$ cat src/sv/lcs_pkg.sv
package lcs_pkg;

	localparam int MAX_CHIPS       = 16;
	localparam int PREAMBLE_PULSES = 5;
	localparam int SLOW_PULSES     = 3;

	localparam int CHIP_W = $clog2(MAX_CHIPS);

	typedef logic [2:0] op_t;
	localparam op_t OP_TICK          = 3'd0;
	localparam op_t OP_WRITE_LEDS    = 3'd1;
	localparam op_t OP_WRITE_CURRENT = 3'd2;
	localparam op_t OP_READ_STATUS   = 3'd3;
	localparam op_t OP_SET_ENABLE    = 3'd4;
	localparam op_t OP_LOAD_BYTE     = 3'd5;

	typedef enum logic [1:0] {
		KIND_NONE    = 2'd0,
		KIND_LEDS    = 2'd1,
		KIND_CURRENT = 2'd2,
		KIND_STATUS  = 2'd3
	} kind_t;

	typedef enum logic [3:0] {
		PH_IDLE    = 4'd0,
		PH_PRE_LO  = 4'd1,
		PH_PRE_HI  = 4'd2,
		PH_PRE_END = 4'd3,
		PH_DATA_LO = 4'd4,
		PH_DATA_HI = 4'd5,
		PH_LATCH   = 4'd6,
		PH_SLOW_HI = 4'd7,
		PH_SLOW_LO = 4'd8,
		PH_RD_LO   = 4'd9,
		PH_RD_HI   = 4'd10
	} phase_t;

	localparam logic CFG_CHAIN_LENGTH    = 1'b0;
	localparam logic CFG_READ_HALF_TICKS = 1'b1;

	typedef struct packed {
		op_t              op;
		logic [CHIP_W-1:0] index;
		logic [7:0]       byte_value;
		logic             oe_level;
		logic             sdo_level;
	} item_t;

	typedef struct packed {
		logic       clk_level;
		logic       sdi_level;
		logic       oe_n_level;
		logic       latch_level;
		logic       busy_res;
		logic       status_valid;
		logic [3:0] status_index;
		logic [7:0] status_byte;
	} result_t;

	typedef struct packed {
		logic              en;
		logic [CHIP_W-1:0] addr;
		logic [7:0]        data;
	} store_wr_t;

endpackage

$ cat src/sv/lcs_store.sv
module lcs_store import lcs_pkg::*; (
	input  logic              clk,
	input  store_wr_t         wr,
	input  logic              rd_en,
	input  logic [CHIP_W-1:0] rd_addr,
	output logic [7:0]        rd_data
);

	logic [7:0] mem_q [MAX_CHIPS];
	logic [7:0] rd_data_q;

	// The read address is the byte the sequencer will shift next, so the data
	// is ready in the register by the time the low half of the bit comes up.
	always_ff @(posedge clk) begin
		if (wr.en) begin
			mem_q[wr.addr] <= wr.data;
		end
		if (rd_en) begin
			rd_data_q <= mem_q[rd_addr];
		end
	end

	assign rd_data = rd_data_q;

endmodule

$ cat src/sv/lcs_seq.sv
module lcs_seq import lcs_pkg::*; (
	input  logic              clk,
	input  logic              arst_n,
	input  logic              cfg_we,
	input  logic              cfg_index,
	input  logic [7:0]        cfg_data,
	input  logic              step,
	input  item_t             item,
	input  logic [7:0]        store_rd_data,
	output logic [CHIP_W-1:0] store_rd_addr,
	output store_wr_t         store_wr,
	output result_t           result
);

	logic [4:0] chain_q;
	logic [7:0] half_q;

	logic       en_q, saved_q;
	kind_t      kind_q;
	phase_t     phase_q;
	logic [2:0] pulse_q, bit_q;
	logic [3:0] byte_q;
	logic [7:0] hold_q, rx_q;
	logic       clk_q, sdi_q, oe_q, le_q;

	logic       n_en, n_saved;
	kind_t      n_kind;
	phase_t     n_phase;
	logic [2:0] n_pulse, n_bit;
	logic [3:0] n_byte;
	logic [7:0] n_hold, n_rx;
	logic       n_clk, n_sdi, n_oe, n_le;
	logic       busy, sval;

	logic [4:0] len_eff;
	logic [7:0] half_eff;
	logic [8:0] hold_inc;
	logic [4:0] byte_inc;

	always_comb begin
		len_eff = (chain_q > 5'(MAX_CHIPS)) ? 5'(MAX_CHIPS) : chain_q;
	end
	assign half_eff = (half_q == 8'd0) ? 8'd1 : half_q;

	assign store_rd_addr = n_byte;

	always_comb begin
		n_en     = en_q;
		n_saved  = saved_q;
		n_kind   = kind_q;
		n_phase  = phase_q;
		n_pulse  = pulse_q;
		n_bit    = bit_q;
		n_byte   = byte_q;
		n_hold   = hold_q;
		n_rx     = rx_q;
		n_clk    = clk_q;
		n_sdi    = sdi_q;
		n_oe     = oe_q;
		n_le     = le_q;
		busy     = 1'b0;
		sval     = 1'b0;
		hold_inc = {1'b0, hold_q} + 9'd1;
		byte_inc = {1'b0, byte_q} + 5'd1;
		store_wr = '{en: 1'b0, addr: item.index, data: item.byte_value};

		if (phase_q == PH_IDLE) begin
			n_clk = 1'b0;
			n_le  = 1'b0;
			case (item.op)
				OP_SET_ENABLE: begin
					n_en = item.oe_level;
				end
				OP_LOAD_BYTE: begin
					store_wr.en = step;
				end
				OP_WRITE_LEDS, OP_WRITE_CURRENT, OP_READ_STATUS: begin
					n_saved = en_q;
					if (item.op == OP_WRITE_LEDS) begin
						n_kind = KIND_LEDS;
					end else if (item.op == OP_WRITE_CURRENT) begin
						n_kind = KIND_CURRENT;
						n_en   = 1'b1;
					end else begin
						n_kind = KIND_STATUS;
						n_en   = 1'b0;
					end
					n_pulse = 3'd0;
					n_phase = PH_PRE_LO;
				end
				default: ;
			endcase
			n_oe = n_en;
		end

		if (n_phase != PH_IDLE) begin
			busy = 1'b1;
			case (n_phase)
				PH_PRE_LO: begin
					n_clk   = 1'b0;
					n_oe    = (n_pulse == 3'd1) ? 1'b0 : 1'b1;
					n_le    = (n_kind != KIND_LEDS) && (n_pulse == 3'd3);
					n_phase = PH_PRE_HI;
				end
				PH_PRE_HI: begin
					n_clk = 1'b1;
					if ({1'b0, n_pulse} + 4'd1 < 4'(PREAMBLE_PULSES)) begin
						n_pulse = n_pulse + 3'd1;
						n_phase = PH_PRE_LO;
					end else if (n_kind == KIND_STATUS) begin
						n_phase = PH_PRE_END;
					end else begin
						n_bit   = 3'd0;
						n_byte  = 4'd0;
						n_phase = (len_eff == 5'd0) ? PH_LATCH : PH_DATA_LO;
					end
				end
				PH_PRE_END: begin
					n_clk   = 1'b0;
					n_le    = 1'b0;
					n_oe    = n_en;
					n_pulse = 3'd0;
					n_hold  = 8'd0;
					n_phase = PH_SLOW_HI;
				end
				PH_DATA_LO: begin
					n_clk   = 1'b0;
					n_le    = 1'b0;
					n_oe    = n_en;
					n_sdi   = store_rd_data[n_bit];
					n_phase = PH_DATA_HI;
				end
				PH_DATA_HI: begin
					n_clk = 1'b1;
					if (n_bit == 3'd7) begin
						n_bit = 3'd0;
						if (byte_inc >= len_eff) begin
							n_phase = PH_LATCH;
						end else begin
							n_byte  = byte_inc[3:0];
							n_phase = PH_DATA_LO;
						end
					end else begin
						n_bit   = n_bit + 3'd1;
						n_phase = PH_DATA_LO;
					end
				end
				PH_LATCH: begin
					n_clk   = 1'b0;
					n_le    = 1'b1;
					n_oe    = n_en;
					n_en    = n_saved;
					n_phase = PH_IDLE;
				end
				PH_SLOW_HI: begin
					n_clk = 1'b1;
					n_oe  = n_en;
					if (hold_inc >= {1'b0, half_eff}) begin
						n_hold  = 8'd0;
						n_phase = PH_SLOW_LO;
					end else begin
						n_hold = hold_inc[7:0];
					end
				end
				PH_SLOW_LO: begin
					n_clk = 1'b0;
					n_oe  = n_en;
					if (hold_inc >= {1'b0, half_eff}) begin
						n_hold  = 8'd0;
						n_pulse = n_pulse + 3'd1;
						if (n_pulse >= 3'(SLOW_PULSES)) begin
							n_en   = 1'b1;
							n_bit  = 3'd0;
							n_byte = 4'd0;
							if (len_eff == 5'd0) begin
								n_en    = n_saved;
								n_phase = PH_IDLE;
							end else begin
								n_phase = PH_RD_LO;
							end
						end else begin
							n_phase = PH_SLOW_HI;
						end
					end else begin
						n_hold = hold_inc[7:0];
					end
				end
				PH_RD_LO: begin
					n_clk = 1'b0;
					n_oe  = n_en;
					if (n_bit == 3'd0) begin
						n_rx = {7'd0, item.sdo_level};
					end else begin
						n_rx = n_rx | (8'(item.sdo_level) << n_bit);
					end
					sval    = (n_bit == 3'd7);
					n_phase = PH_RD_HI;
				end
				PH_RD_HI: begin
					n_clk = 1'b1;
					n_oe  = n_en;
					if (n_bit == 3'd7) begin
						n_bit = 3'd0;
						if (byte_inc >= len_eff) begin
							n_en    = n_saved;
							n_phase = PH_IDLE;
						end else begin
							n_byte  = byte_inc[3:0];
							n_phase = PH_RD_LO;
						end
					end else begin
						n_bit   = n_bit + 3'd1;
						n_phase = PH_RD_LO;
					end
				end
				default: begin
					n_phase = PH_IDLE;
				end
			endcase
		end

		result.clk_level    = n_clk;
		result.sdi_level    = n_sdi;
		result.oe_n_level   = n_oe;
		result.latch_level  = n_le;
		result.busy_res     = busy;
		result.status_valid = sval;
		result.status_index = sval ? n_byte : 4'd0;
		result.status_byte  = sval ? n_rx : 8'd0;
	end

	always_ff @(posedge clk or negedge arst_n) begin
		if (!arst_n) begin
			chain_q <= 5'd1;
			half_q  <= 8'd1;
		end else if (cfg_we) begin
			if (cfg_index == CFG_CHAIN_LENGTH) begin
				chain_q <= cfg_data[4:0];
			end else if (cfg_index == CFG_READ_HALF_TICKS) begin
				half_q <= cfg_data;
			end
		end
	end

	always_ff @(posedge clk or negedge arst_n) begin
		if (!arst_n) begin
			en_q    <= 1'b1;
			saved_q <= 1'b1;
			kind_q  <= KIND_NONE;
			phase_q <= PH_IDLE;
			pulse_q <= 3'd0;
			bit_q   <= 3'd0;
			byte_q  <= 4'd0;
			hold_q  <= 8'd0;
			rx_q    <= 8'd0;
			clk_q   <= 1'b0;
			sdi_q   <= 1'b0;
			oe_q    <= 1'b1;
			le_q    <= 1'b0;
		end else if (step) begin
			en_q    <= n_en;
			saved_q <= n_saved;
			kind_q  <= n_kind;
			phase_q <= n_phase;
			pulse_q <= n_pulse;
			bit_q   <= n_bit;
			byte_q  <= n_byte;
			hold_q  <= n_hold;
			rx_q    <= n_rx;
			clk_q   <= n_clk;
			sdi_q   <= n_sdi;
			oe_q    <= n_oe;
			le_q    <= n_le;
		end
	end

endmodule

$ cat src/sv/led_driver_chain_sequencer.sv
// Channel   Handshake              Contents
// in        in_valid / in_ready    op, index, byte_value, oe_level, sdo_level
// out       out_valid / out_ready  pin levels, busy_res, status_valid/index/byte
// cfg       cfg_we                 cfg_index selects chain_length or read_half_ticks
//
// Each word is one pin tick and yields one result word. A word is registered on
// input, stepped through the sequencer and lands in the output register; one word
// is taken every cycle while the output is not stalled.
// A stalled output holds the sequencer; the input register still takes one word.
// Reset clears all control state; the byte store holds unknown data until loaded.
module led_driver_chain_sequencer import lcs_pkg::*; (
	input  logic       clk,
	input  logic       arst_n,
	input  logic       cfg_we,
	input  logic       cfg_index,
	input  logic [7:0] cfg_data,
	input  logic       in_valid,
	output logic       in_ready,
	input  logic [2:0] op,
	input  logic [3:0] index,
	input  logic [7:0] byte_value,
	input  logic       oe_level,
	input  logic       sdo_level,
	output logic       out_valid,
	input  logic       out_ready,
	output logic       clk_level,
	output logic       sdi_level,
	output logic       oe_n_level,
	output logic       latch_level,
	output logic       busy_res,
	output logic       status_valid,
	output logic [3:0] status_index,
	output logic [7:0] status_byte
);

	logic              valid_s1;
	item_t             item_s1;
	logic              step;
	result_t           result;
	result_t           res_q;
	logic              out_valid_q;
	store_wr_t         store_wr;
	logic [CHIP_W-1:0] store_rd_addr;
	logic [7:0]        store_rd_data;

	assign step     = valid_s1 && (!out_valid_q || out_ready);
	assign in_ready = !valid_s1 || step;

	always_ff @(posedge clk or negedge arst_n) begin
		if (!arst_n) begin
			valid_s1 <= 1'b0;
		end else if (in_ready) begin
			valid_s1 <= in_valid;
		end
	end

	always_ff @(posedge clk) begin
		if (in_ready && in_valid) begin
			item_s1 <= '{op: op, index: index, byte_value: byte_value,
			             oe_level: oe_level, sdo_level: sdo_level};
		end
	end

	lcs_store u_store (
		.clk     (clk),
		.wr      (store_wr),
		.rd_en   (step),
		.rd_addr (store_rd_addr),
		.rd_data (store_rd_data)
	);

	lcs_seq u_seq (
		.clk           (clk),
		.arst_n        (arst_n),
		.cfg_we        (cfg_we),
		.cfg_index     (cfg_index),
		.cfg_data      (cfg_data),
		.step          (step),
		.item          (item_s1),
		.store_rd_data (store_rd_data),
		.store_rd_addr (store_rd_addr),
		.store_wr      (store_wr),
		.result        (result)
	);

	always_ff @(posedge clk or negedge arst_n) begin
		if (!arst_n) begin
			out_valid_q <= 1'b0;
		end else if (step) begin
			out_valid_q <= 1'b1;
		end else if (out_ready) begin
			out_valid_q <= 1'b0;
		end
	end

	always_ff @(posedge clk) begin
		if (step) begin
			res_q <= result;
		end
	end

	assign out_valid    = out_valid_q;
	assign clk_level    = res_q.clk_level;
	assign sdi_level    = res_q.sdi_level;
	assign oe_n_level   = res_q.oe_n_level;
	assign latch_level  = res_q.latch_level;
	assign busy_res     = res_q.busy_res;
	assign status_valid = res_q.status_valid;
	assign status_index = res_q.status_index;
	assign status_byte  = res_q.status_byte;

endmodule
$ cat config.mk
export PLATFORM = sky130hd
export DESIGN_NAME = led_driver_chain_sequencer
export DESIGN_NICKNAME = d
export VERILOG_FILES = /design/src/sv/lcs_pkg.sv /design/src/sv/lcs_store.sv /design/src/sv/lcs_seq.sv /design/src/sv/led_driver_chain_sequencer.sv
export SDC_FILE = /design/constraint.sdc
export NUM_CORES = 1
export LEC_CHECK = 0
export BUFFER_PORTS_ARGS = -buffer_cell sky130_fd_sc_hd__buf_2
export CORE_MARGIN = 2
export CORE_UTILIZATION = 25
export DETAILED_ROUTE_END_ITERATION = 10
export GPL_TIMING_DRIVEN = 1
export HOLD_SLACK_MARGIN = 0.15
export PLACE_DENSITY = 0.49
export SLEW_MARGIN = 0
export SYNTH_ARGS = -nofsm -noshare
export SYNTH_HDL_FRONTEND = slang
export SYNTH_HIERARCHICAL = 1
export SYNTH_SLANG_ARGS = --single-unit
$ cat constraint.sdc
create_clock -name clk -period 6.2 [get_ports clk]
set_input_delay 0.62 -clock clk [delete_from_list [all_inputs] [get_ports clk]]
set_output_delay 0.62 -clock clk [all_outputs]
set_load 0.01 [all_outputs]
==> out/metrics.yaml, run 1 <==
run_status:
  status: "completed"
final_layout:
  diodes: 0
  final_cell_mix: "edfxtp_1, nand2_1, buf_2"
  fin_nets: 830
  area_growth_pct: 15.17
  drive_above_1_share_pct: 21.11
  final_common_cell: "edfxtp_1"
timing:
  grt_setup_unrepaired: "no"
  fin_crit_ns: 5.062
  slew_violations: 0
  hold_violations: 0
  skew_ns: 0.01589
  tightestPinTransition_ns: 1.128
  period_share_pct: 81.65
  fin_ws_ns: 1.138
  setup_viol: 0
  setup_tns_ns: 0
  max_freq_mhz: 197.5
  slew_headroom_pct: 24.23
setup_path:
  cp_slowest_cell: "or4_4"
  startpoint_type: "register"
  critical-path-max-stage-delay_ns: 0.61
  critical_path.cell_chain: "buf_4 > or4_4 > or2_2 > nand2_1 > inv_1 > ha_1 > ha_1 > or4b_4 > o22a_4 > nand3_1 > mux2_2 > buf_12 > mux4_1 > a22oi_1 > nand2_1"
  crit_path_max_fanout: 22
  cpLargestDelayFamily: "simple AND/OR/NAND/NOR gates"
  worstSetupPathType: "register to register"
  arrival_ns: 5.35
  cp.required_ns: 6.49
  path_buf_inv: 3
  end_kind: "register"
logic_synthesis:
  synthCells: 740
  synth_top_flop_cell: "edfxtp_1"
  yosys_warnings: 6
  avgSynthCellArea_sq_um: 14.09
  synth_cell_type_count: 74
  ys_ff_latch: 224
  synthesis.area_sq_mm: 0.01043
  synth_edf_count: 171
  seq_area_frac_synth_pct: 62.02
  synth_async_sr_flop_share_pct: 23.66
  syn_nets: 793
global_routing:
  grt-ovfl-total: 0
  grt_max_degree: 68
  top_usage_layer: "met2"
  grt_pass1_vias: 6318
  antenna_found_initial: 0
  grt_pass1_wl_microns: 37230
  met2_usage_pct: 18.08
  grt_use_met1_pct: 14.73
  track_usage_pct: 10.96
  use_met3_pct: 2.098
place:
  post-dp-hpwl_microns: 15420
  dp_slack_ns: 1.130
  gp_congestion: 0.8340
  io_buffers: 50
hold_path:
  hp-class: "primary input to async pin"
routing:
  dr_total_vias: 6219
  wl_per_cell_microns: 17.65
  routed_wl_microns: 23450
  drc: 0
  ant_nets: 0
  avgViaCountPerCell: 4.683
  drt_iter0_drc: 516
  drt_pass1_iterations: 7
cts:
  cts_resized: 0
  cts_root_buf: "clkbuf_16"
  ctsHoldBuffers: 0
  cts_setup_buffers: 0
  htree_num_levels: 1
  cts_made_buffers: 25
  clk_pin_slew_worst_paths_ns: 0.07
  clockBufferDepth: 3
  cts_sinks: 224
  cts_tree: "done"
  clock_latency_ns: 0.55
power_and_ir_drop:
  vdd_ir_drop_max_uv: 207.1
  power_density_mw_per_mm2: 354.6
  leakagePower_nw: 4.453
floorplanning:
  core_region_area_sq_mm: 0.04102
  die_w_microns: 208.2
  die_h_microns: 208.2
  num_rows: 74
  die_area_sq_mm: 0.04336
  pin_count: 51
  start_util_pct: 25.43
flow_run:
  cap_violations: 0
[sequential cells by signal (all words and copies together), names as in the netlist, 5 cells and up]
register	flops
u_store/mem_q	128
item_s1	17
status_byte	8
u_seq/half_q	8
u_seq/hold_q	8
u_seq/rx_q	8
u_store/rd_data	8
u_seq/chain_q	5
[report_power, final]
group	total, mW	internal, mW	switching (mW)
logic	0.828	0.354	0.474
registers	1.86	1.75	0.113
clock network	1.57	0.947	0.623
[synth_stat cells, types with 19 or more instances]
master / number / area share (%)
inv_1: 26 / 0.94
nor2_1: 35 / 1.3
nand2_1: 52 / 1.9
dfrtp_1: 48 / 12
buf_4: 19 / 1.4
o21ai_0: 30 / 1.4
edfxtp_1: 171 / 49
ha_1: 22 / 2.6
mux2_2: 21 / 2.3
mux4_2: 20 / 4.3
a21oi_1: 30 / 1.4
[logic make-up after synthesis]
kind of cell / share of synthesized area (%)
flops: 62.02
compound gates: 9.250
xor+xnor: 0.6719
mux: 10.88
simple gates: 10.53
fa+ha+maj: 2.639
buf+inv: 4.007
[final cells by class]
type                       instances  area, sq um
inverter                          26        97.59
timing repair buffer              60        337.8
fill                            4115        29010
clock inverter                    17        206.4
sequential                       224         6467
clock buffer                      29        670.6
tap                              532        665.6
multi-input combinational        440         3565
[worst register-to-register path: cells and delay by family, from the launching register on]
family	cells	cell delay (ns)
AND/OR/NAND/NOR	6	1.82
flip-flops	1	0.36
AO/OA/AOI/OAI	2	0.56
multiplexers	2	1.05
buffers and inverters	3	0.54
adder cells (fa/ha/maj)	2	0.48
[per-layer routing]
layer | vias to the layer above | wire, microns
met2 | 128 | 11340
met5 | - | 0
met3 | 36 | 909
met4 | 0 | 511
met1 | 3123 | 10690
li1 | 2932 | -
[stage by stage]
step	cell area, sq um	hold WS (ns)	utilization, %	power [mW]	std cells
final	12010	0.2270	29.28	4.259	1328
after global routing	12010	0.2253	29.28	4.492	1328
after CTS	12010	0.2247	29.28	4.315	1328
after detailed placement	11130	0.4933	27.14	2.724	1282
after global placement	11130	0.4907	27.14	2.714	1282
after floorplan	10430	0.3244	-	2.530	740
[worst paths after layout]
path | from | end | slack (ns) | cells past startpoint
min in group clk | byte_value[4] | item_s1[6] | 0.25 | 1
max in group asynchronous | arst_n | u_seq/rx_q[6] | 5.48 | 2
setup / recovery | u_seq/phase_q[0] | u_store/rd_data[1] | 1.14 | 15
hold / removal | arst_n | u_seq/phase_q[1] | 0.23 | 2
setup reg to reg | u_seq/phase_q[0] | u_store/rd_data[1] | 1.14 | 15
hold reg to reg | u_seq/half_q[1] | u_seq/half_q[1] | 0.50 | 1
(Power assumes the default switching activity.)
==> inputs of run 2 (changes only) <==
--- a/config.mk
+++ b/config.mk
@@ -11,7 +11,7 @@
 export DETAILED_ROUTE_END_ITERATION = 10
 export GPL_TIMING_DRIVEN = 1
 export HOLD_SLACK_MARGIN = 0.15
-export PLACE_DENSITY = 0.49
+export PLACE_DENSITY = 0.51
 export SLEW_MARGIN = 0
 export SYNTH_ARGS = -nofsm -noshare
 export SYNTH_HDL_FRONTEND = slang
==> constraint.sdc (replaced) <==
create_clock -name clk -period 4.4 [get_ports clk]
set_input_delay 0.44 -clock clk [delete_from_list [all_inputs] [get_ports clk]]
set_output_delay 0.44 -clock clk [all_outputs]
set_load 0.01 [all_outputs]
==> run 2 against run 1 <==
Net effect:
- clock skew decreased by 0.0014 ns
- flip-flop and latch count unchanged
- global-route usage is 0.10 points higher
- sequential share of layout area down 2.0 points
- clock power rose by 35%
- critical endpoint is now u_store/rd_data[5]
==> out/metrics.yaml, run 2 (same netlist as run 1, synthesis figures left out) <==
run_status:
  status: "completed"  # unchanged
global_routing:
  track_usage_pct: 11.06  # was 10.96%
  grt_pass1_wl_microns: 37760  # was 37230 microns
  grt-ovfl-total: 0  # unchanged
  grt_pass1_vias: 6502  # was 6318
  grt_max_degree: 68  # unchanged
  antenna_found_initial: 0  # unchanged
hold_path:
  hp-class: "primary input to register"  # was primary input to async pin
  worstHoldStart: "cfg_data[0]"
  holdPathStages: 2
  min_to: "u_seq/half_q[0]"
setup_path:
  crit_path_max_fanout: 6  # was 22
  reg2reg_to: "u_store/rd_data[5]"  # was u_store/rd_data[1]
  end_kind: "register"  # unchanged
  cp.required_ns: 4.69  # was 6.49 ns
  worstSetupPathType: "register to register"  # unchanged
  startpoint_type: "register"  # unchanged
  arrival_ns: 4.56  # was 5.35 ns
  rr_worst_depth: 14  # was 15
  r2r_start: "u_seq/phase_q[0]"  # unchanged
  rrSetupSlack_ns: 0.14  # was 1.14 ns
floorplanning:
  core_region_area_sq_mm: 0.04102  # unchanged
  num_rows: 74  # unchanged
  die_area_sq_mm: 0.04336  # unchanged
  start_util_pct: 25.43  # unchanged
  pin_count: 51  # unchanged
  die_w_microns: 208.2  # unchanged
  die_h_microns: 208.2  # unchanged
place:
  dp_slack_ns: 0.01115  # was 1.130 ns
  io_buffers: 50  # unchanged
  gp_congestion: 0.8147  # was 0.8340
  placedCellCount: 1300  # was 1282
  place_area_sq_mm: 0.01126  # was 0.01113 sq mm
  post-dp-hpwl_microns: 16180  # was 15420 microns
cts:
  cts_made_buffers: 25  # unchanged
  clockBufferDepth: 3  # unchanged
  cts_tree: "done"  # unchanged
  cts_sinks: 224  # unchanged
  cts_root_buf: "clkbuf_16"  # unchanged
  htree_num_levels: 1  # unchanged
  clock_latency_ns: 0.55  # about the same
  clk_pin_slew_worst_paths_ns: 0.06  # was 0.07 ns
final_layout:
  largest_reg_flops: 128  # unchanged
  diodes: 0  # unchanged
  drive_above_1_share_pct: 22.66  # was 21.11%
  fin_nets: 877  # was 830
  final_cell_mix: "edfxtp_1, nand2_1, buf_2"  # unchanged
  area_growth_pct: 19.53  # was 15.17%
  nFillCells: 4083  # was 4115
  fin_util_pct: 30.39  # was 29.28%
  finalInstanceArea_sq_mm: 0.01247  # was 0.01201 sq mm
  regMostFlops: "u_store/mem_q"  # unchanged
  final_common_cell: "edfxtp_1"  # unchanged
  fin_cells: 1375  # was 1328
  reg_top3: "u_store/mem_q: 128 flops, item_s1: 17 flops"  # unchanged
timing:
  period_share_pct: 96.91  # was 81.65%
  hold_violations: 0  # unchanged
  setup_viol: 0  # unchanged
  fin_ws_ns: 0.1361  # was 1.138 ns
  holdWs_ns: 0.1626  # was 0.2270 ns
  skew_ns: 0.01447  # was 0.01589 ns
  slew_headroom_pct: 23.33  # was 24.23%
  max_freq_mhz: 234.5  # was 197.5 MHz
  fin_crit_ns: 4.264  # was 5.062 ns
  setup_tns_ns: 0  # unchanged
  slew_violations: 0  # unchanged
  tightestPinTransition_ns: 1.141  # was 1.128 ns
routing:
  ant_nets: 0  # unchanged
  avgViaCountPerCell: 4.632  # was 4.683
  drt_iter0_drc: 513  # was 516
  wl_per_cell_microns: 17.78  # was 17.65 microns
  routed_wl_microns: 24440  # was 23450 microns
  dr_total_vias: 6369  # was 6219
  drt_pass1_iterations: 4  # was 7
  drc: 0  # unchanged
power_and_ir_drop:
  total_power_mw: 6.021  # was 4.259 mW
  seqPwrFrac_pct: 43.4  # was 43.7%
  switchingPower_mw: 1.726  # was 1.210 mW
  vdd_ir_drop_max_uv: 287.9  # was 207.1 uV
  p_clk_share_pct: 35.2  # was 36.9%
  power_density_mw_per_mm2: 483.0  # was 354.6 mW/mm^2
  switching_share_pct: 28.66  # was 28.41%
  leakagePower_nw: 4.657  # was 4.453 nW
  internal_power_mw: 4.295  # was 3.049 mW
  combinationalPowerShare_pct: 21.4  # was 19.4%
flow_run:
  cap_violations: 0  # unchanged
==> run 2: worst max-delay path by stage <==
stage | depth (start not counted) | slack (ns) | from | end
2_1_floorplan | 17 | 0.13 | u_seq/phase_q[3] | u_store/rd_data[1]
3_3_place_gp | 14 | 0.08 | u_seq/phase_q[0] | u_store/rd_data[3]
3_5_place_dp | 14 | 0.01 | u_seq/phase_q[0] | u_store/rd_data[6]
4_1_cts | 14 | 0.001 | u_seq/phase_q[0] | u_store/rd_data[6]
5_1_grt | 14 | -0.02 | u_seq/phase_q[0] | u_store/rd_data[5]
6_report | 14 | 0.14 | u_seq/phase_q[0] | u_store/rd_data[5]
==> run 2: timing repair <==
| action | in CTS | in global routing |
|---|---|---|
| gates cloned | 0 | 3 |
| endpoints found under the setup margin | 1 | 8 |
| setup buffers | 0 | 1 |
| endpoints found under the hold margin | 73 | 0 |
| resized for setup | 1 | 11 |
| hold buffers | 25 | 0 |
| pin swaps | 0 | 2 |
==> run 2: power groups by stage <==
| stage | Clock (mW) | Sequential, mW | Combinational, mW |
|---|---|---|---|
| after detailed placement | 0 | 2.66 | 1.20 |
| after global routing | 2.26 | 2.64 | 1.43 |
| final | 2.12 | 2.61 | 1.29 |
| after global placement | 0 | 2.66 | 1.19 |
| after floorplan | 0 | 2.60 | 0.961 |
| after CTS | 2.17 | 2.62 | 1.22 |
==> run 2: routing by layer <==
layer	share of wire [%]	vias to the layer above	global-route usage [%]
li1	-	3017	-
met1	45	3197	14.34
met2	49	120	18.83
met3	4.3	35	2.325
met4	2.0	0	2.778
met5	0	-	0
==> run 2: final cells by class <==
| cell class | instances | area, sq um | share of cell area (%) |
|---|---|---|---|
| Timing Repair Buffer | 107 | 817.0 | 6.554 |
| Tap cell | 532 | 665.6 | 5.340 |
| Clock buffer | 30 | 654.4 | 5.249 |
| Clock inverter | 16 | 177.7 | 1.425 |
| Inverter | 26 | 97.59 | 0.7829 |
| Sequential cell | 224 | 6467 | 51.88 |
| Multi-Input combinational cell | 440 | 3586 | 28.77 |
==> run 2: worst max-delay path, cell delays in order (launching register included) <==
cell and delay, ns:
dfrtp_1 0.37, or4_4 0.54, or2_2 0.35, nand2_2 0.09
inv_1 0.06, ha_1 0.20, ha_1 0.28, or4b_4 0.49
o22a_4 0.23, nand3_2 0.10, mux2_4 0.25, buf_12 0.16
mux4_1 0.57, a22oi_2 0.22, nand2_1 0.08
==> inputs of run 3 (changes only) <==
--- a/config.mk
+++ b/config.mk
@@ -7,11 +7,11 @@
 export LEC_CHECK = 0
 export BUFFER_PORTS_ARGS = -buffer_cell sky130_fd_sc_hd__buf_2
 export CORE_MARGIN = 2
-export CORE_UTILIZATION = 25
+export CORE_UTILIZATION = 55
 export DETAILED_ROUTE_END_ITERATION = 10
 export GPL_TIMING_DRIVEN = 1
 export HOLD_SLACK_MARGIN = 0.15
-export PLACE_DENSITY = 0.51
+export PLACE_DENSITY = 0.86
 export SLEW_MARGIN = 0
 export SYNTH_ARGS = -nofsm -noshare
 export SYNTH_HDL_FRONTEND = slang
==> run 3 against run 2 <==
Net effect:
- via count rose by 3.5%
- global-route usage rose by 12 points
- hold slack improved by 0.0027 ns
- final area down 4.2%
- wire length down 7.2%
- largest power group unchanged
- die area shrank 54%
- combinational power hardly changed
- power shrank 4.3%
- critical path depth is the same
==> out/metrics.yaml, run 3 (same netlist as run 1, synthesis figures left out) <==
run_status:
  status: "completed"  # unchanged
routing:
  drt_iter0_drc: 567  # was 513
  ant_nets: 0  # unchanged
  met1_length_microns: 8997  # was 11010 microns
  wl_per_cell_microns: 21.26  # was 17.78 microns
  route.met3.wl_microns: 1352  # was 1046 microns
  drc: 0  # unchanged
  drt_pass1_iterations: 5  # was 4
  routed_wl_microns: 22690  # was 24440 microns
  dr.max_layer_used: "met4"  # unchanged
  avgViaCountPerCell: 6.179  # was 4.632
  dr_total_vias: 6593  # was 6369
  wl_met2_microns: 11650  # was 11900 microns
floorplanning:
  pin_count: 51  # unchanged
  die_h_microns: 141.7  # was 208.2 microns
  die_area_sq_mm: 0.02008  # was 0.04336 sq mm
  num_rows: 50  # was 74
  die_w_microns: 141.7  # was 208.2 microns
  start_util_pct: 55.94  # was 25.43%
  core_region_area_sq_mm: 0.01864  # was 0.04102 sq mm
timing:
  slew_headroom_pct: 28.80  # was 23.33%
  period_share_pct: 97.46  # was 96.91%
  slew_violations: 0  # unchanged
  hold_violations: 0  # unchanged
  max_freq_mhz: 233.2  # was 234.5 MHz
  tightestPinTransition_ns: 1.060  # was 1.141 ns
  holdWs_ns: 0.1653  # was 0.1626 ns
  skew_ns: 0.02006  # was 0.01447 ns
  fin_crit_ns: 4.288  # was 4.264 ns
  fin_ws_ns: 0.1116  # was 0.1361 ns
  setup_viol: 0  # unchanged
global_routing:
  grt_max_degree: 68  # unchanged
  track_usage_pct: 23.09  # was 11.06%
  grt_pass1_wl_microns: 35560  # was 37760 microns
  grt-ovfl-total: 0  # unchanged
  antenna_found_initial: 0  # unchanged
  grt_pass1_vias: 6556  # was 6502
cts:
  cts_tree: "done"  # unchanged
  clock_latency_ns: 0.53  # was 0.55 ns
  clockBufferDepth: 3  # unchanged
  cts_root_buf: "clkbuf_16"  # unchanged
  htree_num_levels: 1  # unchanged
  cts_made_buffers: 23  # was 25
  cts_sinks: 224  # unchanged
  clk_pin_slew_worst_paths_ns: 0.06  # about the same
final_layout:
  fin_nets: 874  # was 877
  area_growth_pct: 14.53  # was 19.53%
  finalInstanceArea_sq_mm: 0.01194  # was 0.01247 sq mm
  fin_cells: 1067  # was 1375
  regMostFlops: "u_store/mem_q"  # unchanged
  final_common_cell: "edfxtp_1"  # unchanged
  drive_above_1_share_pct: 22.81  # was 22.66%
  diodes: 0  # unchanged
  final_cell_mix: "edfxtp_1, nand2_1, buf_2"  # unchanged
  largest_reg_flops: 128  # unchanged
  reg_top3: "u_store/mem_q: 128 flops, item_s1: 17 flops"  # unchanged
place:
  place_area_sq_mm: 0.01091  # was 0.01126 sq mm
  io_buffers: 50  # unchanged
  gp_congestion: 0.8562  # was 0.8147
  dp_slack_ns: -0.007444  # was 0.01115 ns
  post-dp-hpwl_microns: 14060  # was 16180 microns
  placedCellCount: 1005  # was 1300
setup_path:
  end_kind: "register"  # unchanged
  arrival_ns: 4.55  # was 4.56 ns
  cp.required_ns: 4.66  # was 4.69 ns
  worstSetupPathType: "register to register"  # unchanged
  startpoint_type: "register"  # unchanged
  crit_path_max_fanout: 13  # was 6
hold_path:
  hp-class: "primary input to register"  # unchanged
power_and_ir_drop:
  power_density_mw_per_mm2: 482.3  # was 483.0 mW/mm^2
  leakagePower_nw: 4.584  # was 4.657 nW
  vdd_ir_drop_max_uv: 374.8  # was 287.9 uV
flow_run:
  cap_violations: 0  # unchanged
[run 3: cell types whose count changed in the layout (fill, tap and decap cells not counted), moves of 3 or more]
cell           change
buf_4              +3
clkbuf_16          -4
dlygate4sd3_1      -3
clkbuf_1           -3
[run 3: path summary, 6_finish.rpt]
kind / startpoint / end / slack (ns) / cells after the start
setup / recovery: u_seq/phase_q[0] / u_store/rd_data[3] / 0.11 / 14
min in group asynchronous: arst_n / u_seq/hold_q[3] / 0.57 / 3
hold / removal: cfg_data[1] / u_seq/half_q[1] / 0.17 / 2
max in group asynchronous: arst_n / u_seq/byte_q[1] / 3.35 / 3
hold reg to reg: u_seq/kind_q[1] / u_seq/kind_q[1] / 0.49 / 2
setup reg to reg: u_seq/phase_q[0] / u_store/rd_data[3] / 0.11 / 14
[run 3: per-stage QoR]
stage | power (mW) | utilization [%] | TNS, ns
2_1_floorplan | 3.566 | - | 0
3_3_place_gp | 3.782 | 58.52 | 0
3_5_place_dp | 3.819 | 58.52 | -0.007444
4_1_cts | 5.734 | 63.79 | 0
5_1_grt | 6.004 | 64.07 | -0.00001243
6_report | 5.761 | 64.07 | 0
[run 3: what timing repair did]
action                                  CTS  global route
gates cloned                              1             0
pin swaps                                 0             1
hold buffers                             22             0
buffers inserted                          0             2
gates resized for setup                   3            11
endpoints found under the hold margin    69             0
endpoints found under the setup margin    3             8
[run 3: power breakdown]
part	internal, mW	total (mW)	switching [mW]
logic	0.576	1.28	0.704
clock network	1.07	1.86	0.788
registers	2.46	2.62	0.156
[run 3: final cells by class]
| type | instances | area, sq um |
|---|---|---|
| clock buffers | 24 | 579.3 |
| clock inverters | 13 | 136.4 |
| fillers | 1278 | 6699 |
| inverters | 26 | 97.59 |
| multi-input cells | 440 | 3583 |
| flip-flops and latches | 224 | 6467 |
| well taps | 234 | 292.8 |
| repair buffers | 106 | 787.0 |
[run 3: routing by layer]
metal	vias up	track usage (%)
met5	-	0
met4	0	8.211
met3	65	3.611
met2	257	40.19
met1	3267	29.69
li1	3004	-
[run 3: critical path, stage by stage (launching register included)]
cell	delay [ns]
dfrtp_1	0.38
or4_4	0.54
or2_2	0.35
nand2_2	0.09
inv_1	0.06
ha_1	0.20
ha_1	0.28
or4b_4	0.50
o22a_4	0.24
nand3_2	0.10
mux2_4	0.20
buf_12	0.17
mux4_1	0.56
a22oi_1	0.25
nand2_1	0.09
